$ cat src/design/cbe_pkg.sv
package cbe_pkg;

  // Fixed-point format of the curve arithmetic
  localparam int FRAC_BITS = 16;
  localparam int T_W       = FRAC_BITS + 1;
  localparam int ACC_W     = 26;
  localparam int PROD_W    = ACC_W + T_W + 1;

  // Port widths
  localparam int PROG_W  = 18;
  localparam int EASED_W = 19;
  localparam int CX_W    = 17;
  localparam int CY_W    = 19;
  localparam int CIDX_W  = 3;
  localparam int CDATA_W = 19;

  // Register indexes
  localparam logic [CIDX_W-1:0] REG_CTRL_X1 = 3'd0;
  localparam logic [CIDX_W-1:0] REG_CTRL_Y1 = 3'd1;
  localparam logic [CIDX_W-1:0] REG_CTRL_X2 = 3'd2;
  localparam logic [CIDX_W-1:0] REG_CTRL_Y2 = 3'd3;

  localparam logic signed [ACC_W-1:0]   ONE_ACC   = ACC_W'(1 << FRAC_BITS);
  localparam logic signed [EASED_W-1:0] EASED_MAX = EASED_W'(262143);
  localparam logic signed [EASED_W-1:0] EASED_MIN = EASED_W'(-262144);

  // Horner coefficients of one curve coordinate
  typedef struct packed {
    logic signed [ACC_W-1:0] c;
    logic signed [ACC_W-1:0] d;
    logic signed [ACC_W-1:0] e;
  } cbe_poly_t;

  // Coefficients of both coordinates, handed to the solver
  typedef struct packed {
    cbe_poly_t px;
    cbe_poly_t py;
  } cbe_coef_t;

  // c = 1 - 3b + 3a, d = 3b - 6a, e = 3a
  function automatic cbe_poly_t poly_coef(input logic signed [ACC_W-1:0] a,
                                          input logic signed [ACC_W-1:0] b);
    logic signed [ACC_W-1:0] a3;
    logic signed [ACC_W-1:0] b3;
    cbe_poly_t p;
    a3 = a + a + a;
    b3 = b + b + b;
    p.c = ONE_ACC - b3 + a3;
    p.d = b3 - a3 - a3;
    p.e = a3;
    return p;
  endfunction

endpackage

$ cat src/design/cubic_bezier_easing_top.sv
// Channel   Handshake               Payload
// request   start / busy            in_progress
// result    out_valid (strobe)      out_eased
// config    cfg_valid / cfg_ready   cfg_index, cfg_wdata
//
// A progress value at or below zero or at or above one gives its result on the
// strobe in the cycle after acceptance, and busy stays low.
// Otherwise each bisection step runs on the one shared multiplier (midpoint,
// three Horner multiplies, compare), and the final y takes three more Horner
// multiplies. There are at most MAX_STEPS bisection steps. busy is high from
// acceptance up to the strobe cycle.
// Reset is synchronous; config writes are always taken (cfg_ready is high).
// The result is shown for one cycle only; the receiver cannot stall it.
module cubic_bezier_easing_top #(
  parameter int MAX_STEPS = 24
) (
  input  logic                                 clk,
  input  logic                                 rst_n,
  input  logic                                 start,
  output logic                                 busy,
  input  logic signed [cbe_pkg::PROG_W-1:0]    in_progress,
  output logic                                 out_valid,
  output logic signed [cbe_pkg::EASED_W-1:0]   out_eased,
  input  logic                                 cfg_valid,
  output logic                                 cfg_ready,
  input  logic        [cbe_pkg::CIDX_W-1:0]    cfg_index,
  input  logic        [cbe_pkg::CDATA_W-1:0]   cfg_wdata
);

  logic [cbe_pkg::CX_W-1:0] ctrl_x1_r, ctrl_x1_nxt;
  logic [cbe_pkg::CY_W-1:0] ctrl_y1_r, ctrl_y1_nxt;
  logic [cbe_pkg::CX_W-1:0] ctrl_x2_r, ctrl_x2_nxt;
  logic [cbe_pkg::CY_W-1:0] ctrl_y2_r, ctrl_y2_nxt;
  cbe_pkg::cbe_coef_t       coef_r, coef_nxt;

  assign cfg_ready = 1'b1;

  // Decode register writes; unknown indexes drop
  always_comb begin
    ctrl_x1_nxt = ctrl_x1_r;
    ctrl_y1_nxt = ctrl_y1_r;
    ctrl_x2_nxt = ctrl_x2_r;
    ctrl_y2_nxt = ctrl_y2_r;
    if (cfg_valid) begin
      unique case (cfg_index)
        cbe_pkg::REG_CTRL_X1: ctrl_x1_nxt = cfg_wdata[cbe_pkg::CX_W-1:0];
        cbe_pkg::REG_CTRL_Y1: ctrl_y1_nxt = cfg_wdata[cbe_pkg::CY_W-1:0];
        cbe_pkg::REG_CTRL_X2: ctrl_x2_nxt = cfg_wdata[cbe_pkg::CX_W-1:0];
        cbe_pkg::REG_CTRL_Y2: ctrl_y2_nxt = cfg_wdata[cbe_pkg::CY_W-1:0];
        default: ;
      endcase
    end
  end

  // Derive Horner coefficients from the control points
  always_comb begin
    coef_nxt.px = cbe_pkg::poly_coef(
        $signed({{(cbe_pkg::ACC_W - cbe_pkg::CX_W){1'b0}}, ctrl_x1_r}),
        $signed({{(cbe_pkg::ACC_W - cbe_pkg::CX_W){1'b0}}, ctrl_x2_r}));
    coef_nxt.py = cbe_pkg::poly_coef(
        $signed({{(cbe_pkg::ACC_W - cbe_pkg::CY_W){ctrl_y1_r[cbe_pkg::CY_W-1]}}, ctrl_y1_r}),
        $signed({{(cbe_pkg::ACC_W - cbe_pkg::CY_W){ctrl_y2_r[cbe_pkg::CY_W-1]}}, ctrl_y2_r}));
  end

  always_ff @(posedge clk) begin
    if (!rst_n) begin
      ctrl_x1_r <= '0;
      ctrl_y1_r <= '0;
      ctrl_x2_r <= cbe_pkg::CX_W'(1 << cbe_pkg::FRAC_BITS);
      ctrl_y2_r <= cbe_pkg::CY_W'(1 << cbe_pkg::FRAC_BITS);
    end else begin
      ctrl_x1_r <= ctrl_x1_nxt;
      ctrl_y1_r <= ctrl_y1_nxt;
      ctrl_x2_r <= ctrl_x2_nxt;
      ctrl_y2_r <= ctrl_y2_nxt;
    end
  end

  always_ff @(posedge clk) begin
    coef_r <= coef_nxt;
  end

  cbe_seq #(
    .MAX_STEPS (MAX_STEPS)
  ) u_seq (
    .clk       (clk),
    .rst_n     (rst_n),
    .start     (start),
    .busy      (busy),
    .progress  (in_progress),
    .coef      (coef_r),
    .out_valid (out_valid),
    .out_eased (out_eased)
  );

endmodule

$ cat src/design/cbe_mac.sv
// One Horner step: floor(acc * t / 2^F) + addend
module cbe_mac (
  input  logic signed [cbe_pkg::ACC_W-1:0] acc,
  input  logic        [cbe_pkg::T_W-1:0]   t,
  input  logic signed [cbe_pkg::ACC_W-1:0] addend,
  output logic signed [cbe_pkg::ACC_W-1:0] res
);

  logic signed [cbe_pkg::PROD_W-1:0] prod;
  logic signed [cbe_pkg::PROD_W-1:0] scaled;

  // Arithmetic shift floors toward minus infinity
  assign prod   = acc * $signed({1'b0, t});
  assign scaled = prod >>> cbe_pkg::FRAC_BITS;
  assign res    = scaled[cbe_pkg::ACC_W-1:0] + addend;

endmodule

$ cat src/design/cbe_seq.sv
// Bisection sequencer around the shared multiply-add unit
module cbe_seq #(
  parameter int MAX_STEPS = 24
) (
  input  logic                                clk,
  input  logic                                rst_n,
  input  logic                                start,
  output logic                                busy,
  input  logic signed [cbe_pkg::PROG_W-1:0]   progress,
  input  cbe_pkg::cbe_coef_t                  coef,
  output logic                                out_valid,
  output logic signed [cbe_pkg::EASED_W-1:0]  out_eased
);

  localparam int STEP_W = $clog2(MAX_STEPS + 1);
  localparam logic [STEP_W-1:0] LAST_STEP = STEP_W'(MAX_STEPS - 1);

  typedef enum logic [3:0] {
    S_IDLE = 4'b0001,
    S_MID  = 4'b0010,
    S_MUL  = 4'b0100,
    S_CMP  = 4'b1000
  } state_t;

  typedef enum logic [1:0] {
    PH_D    = 2'd0,
    PH_E    = 2'd1,
    PH_LAST = 2'd2
  } phase_t;

  state_t                              state_r, state_nxt;
  phase_t                              phase_r, phase_nxt;
  logic [STEP_W-1:0]                   step_r, step_nxt;
  logic                                sel_y_r, sel_y_nxt;
  logic [cbe_pkg::T_W-1:0]             lo_r, lo_nxt;
  logic [cbe_pkg::T_W-1:0]             hi_r, hi_nxt;
  logic [cbe_pkg::T_W-1:0]             t_r, t_nxt;
  logic signed [cbe_pkg::ACC_W-1:0]    acc_r, acc_nxt;
  logic signed [cbe_pkg::PROG_W-1:0]   x_r, x_nxt;
  logic                                valid_r, valid_nxt;
  logic signed [cbe_pkg::EASED_W-1:0]  eased_r, eased_nxt;

  cbe_pkg::cbe_poly_t                  poly;
  logic signed [cbe_pkg::ACC_W-1:0]    addend;
  logic signed [cbe_pkg::ACC_W-1:0]    mac_res;
  logic signed [cbe_pkg::ACC_W:0]      diff;
  logic [cbe_pkg::T_W:0]               mid_sum;
  logic                                accept;
  logic                                x_low;
  logic                                x_high;
  logic                                close;

  assign accept = start && (state_r == S_IDLE);
  assign x_low  = progress[cbe_pkg::PROG_W-1] || (progress == '0);
  assign x_high = progress >= $signed(cbe_pkg::PROG_W'(1 << cbe_pkg::FRAC_BITS));

  assign poly = sel_y_r ? coef.py : coef.px;

  // Pick the term added after this multiply
  always_comb begin
    unique case (phase_r)
      PH_D:    addend = poly.d;
      PH_E:    addend = poly.e;
      default: addend = '0;
    endcase
  end

  cbe_mac u_mac (
    .acc    (acc_r),
    .t      (t_r),
    .addend (addend),
    .res    (mac_res)
  );

  assign mid_sum = {1'b0, lo_r} + {1'b0, hi_r};
  assign diff    = {{(cbe_pkg::ACC_W + 1 - cbe_pkg::PROG_W){x_r[cbe_pkg::PROG_W-1]}}, x_r}
                   - {acc_r[cbe_pkg::ACC_W-1], acc_r};
  assign close   = (diff <= 1) && (diff >= -1);

  // Saturate the final y into the output range
  function automatic logic signed [cbe_pkg::EASED_W-1:0] sat(
      input logic signed [cbe_pkg::ACC_W-1:0] v);
    logic signed [cbe_pkg::EASED_W-1:0] s;
    if (v > $signed({{(cbe_pkg::ACC_W - cbe_pkg::EASED_W){1'b0}}, cbe_pkg::EASED_MAX})) begin
      s = cbe_pkg::EASED_MAX;
    end else if (v < $signed({{(cbe_pkg::ACC_W - cbe_pkg::EASED_W){1'b1}},
                              cbe_pkg::EASED_MIN})) begin
      s = cbe_pkg::EASED_MIN;
    end else begin
      s = v[cbe_pkg::EASED_W-1:0];
    end
    return s;
  endfunction

  // Sequence one request: clamp at the ends, else midpoint, three multiplies, compare, then y
  always_comb begin
    state_nxt = state_r;
    phase_nxt = phase_r;
    step_nxt  = step_r;
    sel_y_nxt = sel_y_r;
    lo_nxt    = lo_r;
    hi_nxt    = hi_r;
    t_nxt     = t_r;
    acc_nxt   = acc_r;
    x_nxt     = x_r;
    valid_nxt = 1'b0;
    eased_nxt = eased_r;
    unique case (state_r)
      S_IDLE: begin
        if (accept) begin
          x_nxt = progress;
          if (x_low) begin
            valid_nxt = 1'b1;
            eased_nxt = '0;
          end else if (x_high) begin
            valid_nxt = 1'b1;
            eased_nxt = cbe_pkg::EASED_W'(1 << cbe_pkg::FRAC_BITS);
          end else begin
            lo_nxt    = '0;
            hi_nxt    = cbe_pkg::T_W'(1 << cbe_pkg::FRAC_BITS);
            step_nxt  = '0;
            sel_y_nxt = 1'b0;
            state_nxt = S_MID;
          end
        end
      end
      S_MID: begin
        t_nxt     = mid_sum[cbe_pkg::T_W:1];
        acc_nxt   = coef.px.c;
        phase_nxt = PH_D;
        state_nxt = S_MUL;
      end
      S_MUL: begin
        acc_nxt = mac_res;
        unique case (phase_r)
          PH_D:    phase_nxt = PH_E;
          PH_E:    phase_nxt = PH_LAST;
          default: begin
            if (sel_y_r) begin
              valid_nxt = 1'b1;
              eased_nxt = sat(mac_res);
              state_nxt = S_IDLE;
            end else begin
              state_nxt = S_CMP;
            end
          end
        endcase
      end
      S_CMP: begin
        if (close || (step_r == LAST_STEP)) begin
          sel_y_nxt = 1'b1;
          acc_nxt   = coef.py.c;
          phase_nxt = PH_D;
          state_nxt = S_MUL;
        end else begin
          if (diff > 0) begin
            lo_nxt = t_r;
          end else begin
            hi_nxt = t_r;
          end
          step_nxt  = step_r + 1'b1;
          state_nxt = S_MID;
        end
      end
      default: state_nxt = S_IDLE;
    endcase
  end

  // Hold control under reset, advance otherwise
  always_ff @(posedge clk) begin
    if (!rst_n) begin
      state_r <= S_IDLE;
      phase_r <= PH_D;
      step_r  <= '0;
      sel_y_r <= 1'b0;
      valid_r <= 1'b0;
    end else begin
      state_r <= state_nxt;
      phase_r <= phase_nxt;
      step_r  <= step_nxt;
      sel_y_r <= sel_y_nxt;
      valid_r <= valid_nxt;
    end
  end

  always_ff @(posedge clk) begin
    lo_r    <= lo_nxt;
    hi_r    <= hi_nxt;
    t_r     <= t_nxt;
    acc_r   <= acc_nxt;
    x_r     <= x_nxt;
    eased_r <= eased_nxt;
  end

  assign busy      = (state_r != S_IDLE);
  assign out_valid = valid_r;
  assign out_eased = eased_r;

endmodule

$ cat config.mk
export PLATFORM = sky130hd
export DESIGN_NAME = cubic_bezier_easing_top
export DESIGN_NICKNAME = d
export VERILOG_FILES = /design/src/design/cbe_pkg.sv /design/src/design/cubic_bezier_easing_top.sv /design/src/design/cbe_mac.sv /design/src/design/cbe_seq.sv
export SDC_FILE = /design/constraint.sdc
export NUM_CORES = 2
export LEC_CHECK = 0
export BUFFER_PORTS_ARGS = -buffer_cell sky130_fd_sc_hd__buf_2
export CELL_PAD_IN_SITES_DETAIL_PLACEMENT = 0
export CELL_PAD_IN_SITES_GLOBAL_PLACEMENT = 1
export CORE_MARGIN = 3
export CORE_UTILIZATION = 55
export CTS_CLUSTER_SIZE = 40
export DETAILED_ROUTE_END_ITERATION = 10
export PLACE_DENSITY = 0.95
export SYNTH_ARGS = -nofsm -noshare
export SYNTH_HDL_FRONTEND = slang
export SYNTH_SLANG_ARGS = --single-unit
$ cat constraint.sdc
create_clock -name clk -period 15.4 [get_ports clk]
set_input_delay 3.85 -clock clk [delete_from_list [all_inputs] [get_ports clk]]
set_output_delay 3.85 -clock clk [all_outputs]
set_load 0.01 [all_outputs]
==> results.yml <==
status:
  status: "complete, no violations"
clock_network:
  post_cts_buffers: 0
  h-tree-depth: 2
  clk_path_buf_depth: 3
  root_buffer: "clkbuf_16"
  cts_buffers: 37
  clk_latency_ns: 0.56
  numClockSinks: 327
  cts_resized: 0
  cts_tree: "yes"
  ctsHoldBuffers: 0
  path_clk_slew_ns: 0.06
power_and_ir_drop:
  ir_drop_mv: 0.0953
  powerDensity_nw_per_um2: 90.8
  cellLeakagePower_uw: 0.0182
logic_synthesis:
  synth_cell_type_count: 70
  ys_seq_elements: 327
  syn_nets: 4892
  yosysSeqAreaShare: 0.210
  synth_edf_count: 114
  netlist_instances: 4063
  avgSynthCellArea_um2: 9.03
  ys_warn_count: 0
  ys_async_sr_fraction: 0
  post_synth_instance_area_um2: 36700
  synth_ff_type: "dfxtp_1"
floorplan:
  dieArea_um2: 69800
  start_util: 0.557
  rows: 94
  die_h_um: 264
  coreArea_um2: 65900
  dieWidth_um: 264
  ioPinCount: 66
grt:
  antenna_found_initial: 0
  overflow: 0
  grt_max_degree: 81
  first_global_vias: 28753
  track_usage: 0.269
  grt_pass1_wl_mm: 149
setup_path:
  cp-start-kind: "flop"
  critical_path_arrival_ns: 11.10
  end_kind: "flop"
  crit_type: "flop to flop"
  cp_max_fo: 27
  critical-path-slowest-cell: "edfxtp_1"
  cpPeakStageDelay_ns: 1.00
  cpMostUsedCell: "fa_1"
  critical_path_required_ns: 15.69
timing:
  holdWs_ns: 0.455
  postLayoutSetupSlackWorst_ns: 4.60
  fin_setup_tns_ns: 0
  rsz0062_at_grt: "false"
  relSlewSlack: 0.208
  clock.fmax_ghz: 0.0926
  min_period_over_period: 0.702
  tightestPinTransition_ns: 1.19
  hold_violations: 0
  finalClockSkew_ns: 0.0218
  setup_violations: 0
  fin_crit_ns: 10.80
  finalMaxSlewViolations: 0
detailed_routing:
  drc: 0
  drt_pass1_iterations: 7
  wirelength_mm: 91.6
  wl_per_cell_um: 18.5
  vias: 27668
  avgViaCountPerCell: 5.59
  drt_iter0_drc: 1713
  ant_nets: 0
job:
  max-cap-violations: 0
layout:
  drive_gt1_frac: 0.0485
  area_growth_syn_to_layout_pct: 6.50
  finalNetCount: 4883
  num-fill-cells: 5707
place:
  port_buffers: 64
  place_congestion: 0.919
  dp_hpwl_mm: 74.9
  dp_slack_ns: 4.74
worst_hold_path:
  hp-class: "flop to flop"
sequential cells by signal (all words and copies together), names as in the netlist, 2 cells and up:
signal	flops
u_seq.x_r	18
u_seq.step_r	5
ctrl_x1_r	17
ctrl_x2_r	17
u_seq.lo_r	17
u_seq.acc_r	26
ctrl_y1_r	19
ctrl_y2_r	19
coef_r	128
u_seq.phase_r	2
u_seq.hi_r	17
u_seq.t_r	17
u_seq.out_eased	19
u_seq.state_r	4
metrics by stage:
stage          instance area, um^2  total power, uW   util  instances
4_1_cts                      39100             3540  0.593       4944
5_1_grt                      39100             3760  0.593       4944
2_1_floorplan                36700             2180      -       4063
3_5_place_dp                 37800             2610  0.574       4879
6_report                     39100             3550  0.593       4946
3_3_place_gp                 37800             2610  0.574       4879
report_power, final:
group	switching, uW	internal (uW)
clock	363	561
combinational	971	614
sequential	38.0	1000
placed cells by master (no fill, tap or decap), types with 27 or more instances in the layout:
master     synthesis  layout
dfxtp_1          213     212
ha_1             357     357
o21ai_0          115     114
and3_1            27      27
edfxtp_1         114     114
clkbuf_16          0      38
a21o_1            59      59
xor2_1            68      68
nand3_1           45      45
o21a_1            53      53
fa_1             428     428
a21boi_0          80      80
a21oi_1          160     160
nor2b_1           59      59
inv_1            667     667
xnor2_1          181     181
o21bai_1          39      39
nor2_1           178     178
nand2b_1          32      32
nand2_1          488     488
and2_1           241     241
nor3_1            59      58
buf_2              0      64
final timing paths:
path | start | end | slack, ns | cells past startpoint
setup / recovery | u_seq.t_r[3] | u_seq.out_eased[16] | 4.60 | 35
hold / removal | ctrl_y2_r[0] | coef_r[26] | 0.46 | 0
setup reg to reg | u_seq.t_r[3] | u_seq.out_eased[16] | 4.60 | 35
hold reg to reg | ctrl_y2_r[0] | coef_r[26] | 0.46 | 0
per-layer routing:
layer / up-vias / GRT usage / routed length, um
li1: 13183 / - / -
met1: 13526 / 0.332 / 37400
met2: 738 / 0.471 / 45100
met3: 221 / 0.0266 / 4030
met4: 0 / 0.133 / 5150
met5: - / 0 / 0
cells by family (layout without fill, tap and decap cells):
family	after synthesis	in the layout	share of synthesized area
XOR/XNOR	249	249	0.0595
buffers and inverters	803	820	0.0823
other	1	3	0.000102
flip-flops	327	327	0.210
AND/OR/NAND/NOR	1199	1199	0.158
adder cells (fa/ha/maj)	785	785	0.355
multiplexers	24	24	0.0128
AO/OA/AOI/OAI	675	675	0.123
cell usage after synthesis (all sizes together) (60+ instances only):
library cell	instances	area share
edfxtp	114	0.093
xor2	68	0.016
inv	667	0.068
a21oi	163	0.023
fa	428	0.23
and2	241	0.041
a21boi	80	0.016
nand2	488	0.050
clkbuf	129	0.013
ha	357	0.12
nor2	178	0.018
nor3	60	0.0085
o21ai	115	0.016
dfxtp	213	0.12
xnor2	181	0.043
worst max-delay path: cells and delay by family, from the launching register on:
| family | cells | cell delay (ns) |
|---|---|---|
| adder cells (fa/ha/maj) | 8 | 3.48 |
| AO/OA/AOI/OAI | 13 | 3.04 |
| AND/OR/NAND/NOR | 7 | 1.52 |
| XOR/XNOR | 3 | 1.25 |
| flip-flops | 1 | 1.00 |
| buffers and inverters | 4 | 0.22 |
cell type report:
type / instances / area, um^2 / share of cell area
Timing Repair Buffer: 88 / 500 / 0.0128
Clock inverter: 14 / 184 / 0.00471
Antenna cell: 2 / 5.00 / 0.000128
Inverter: 667 / 2500 / 0.0641
Sequential cell: 327 / 7690 / 0.197
Clock buffer: 51 / 1090 / 0.0279
Tap cell: 864 / 1080 / 0.0277
Multi-Input combinational cell: 2933 / 26000 / 0.666
No activity file was read; power rests on OpenSTA's default activity.
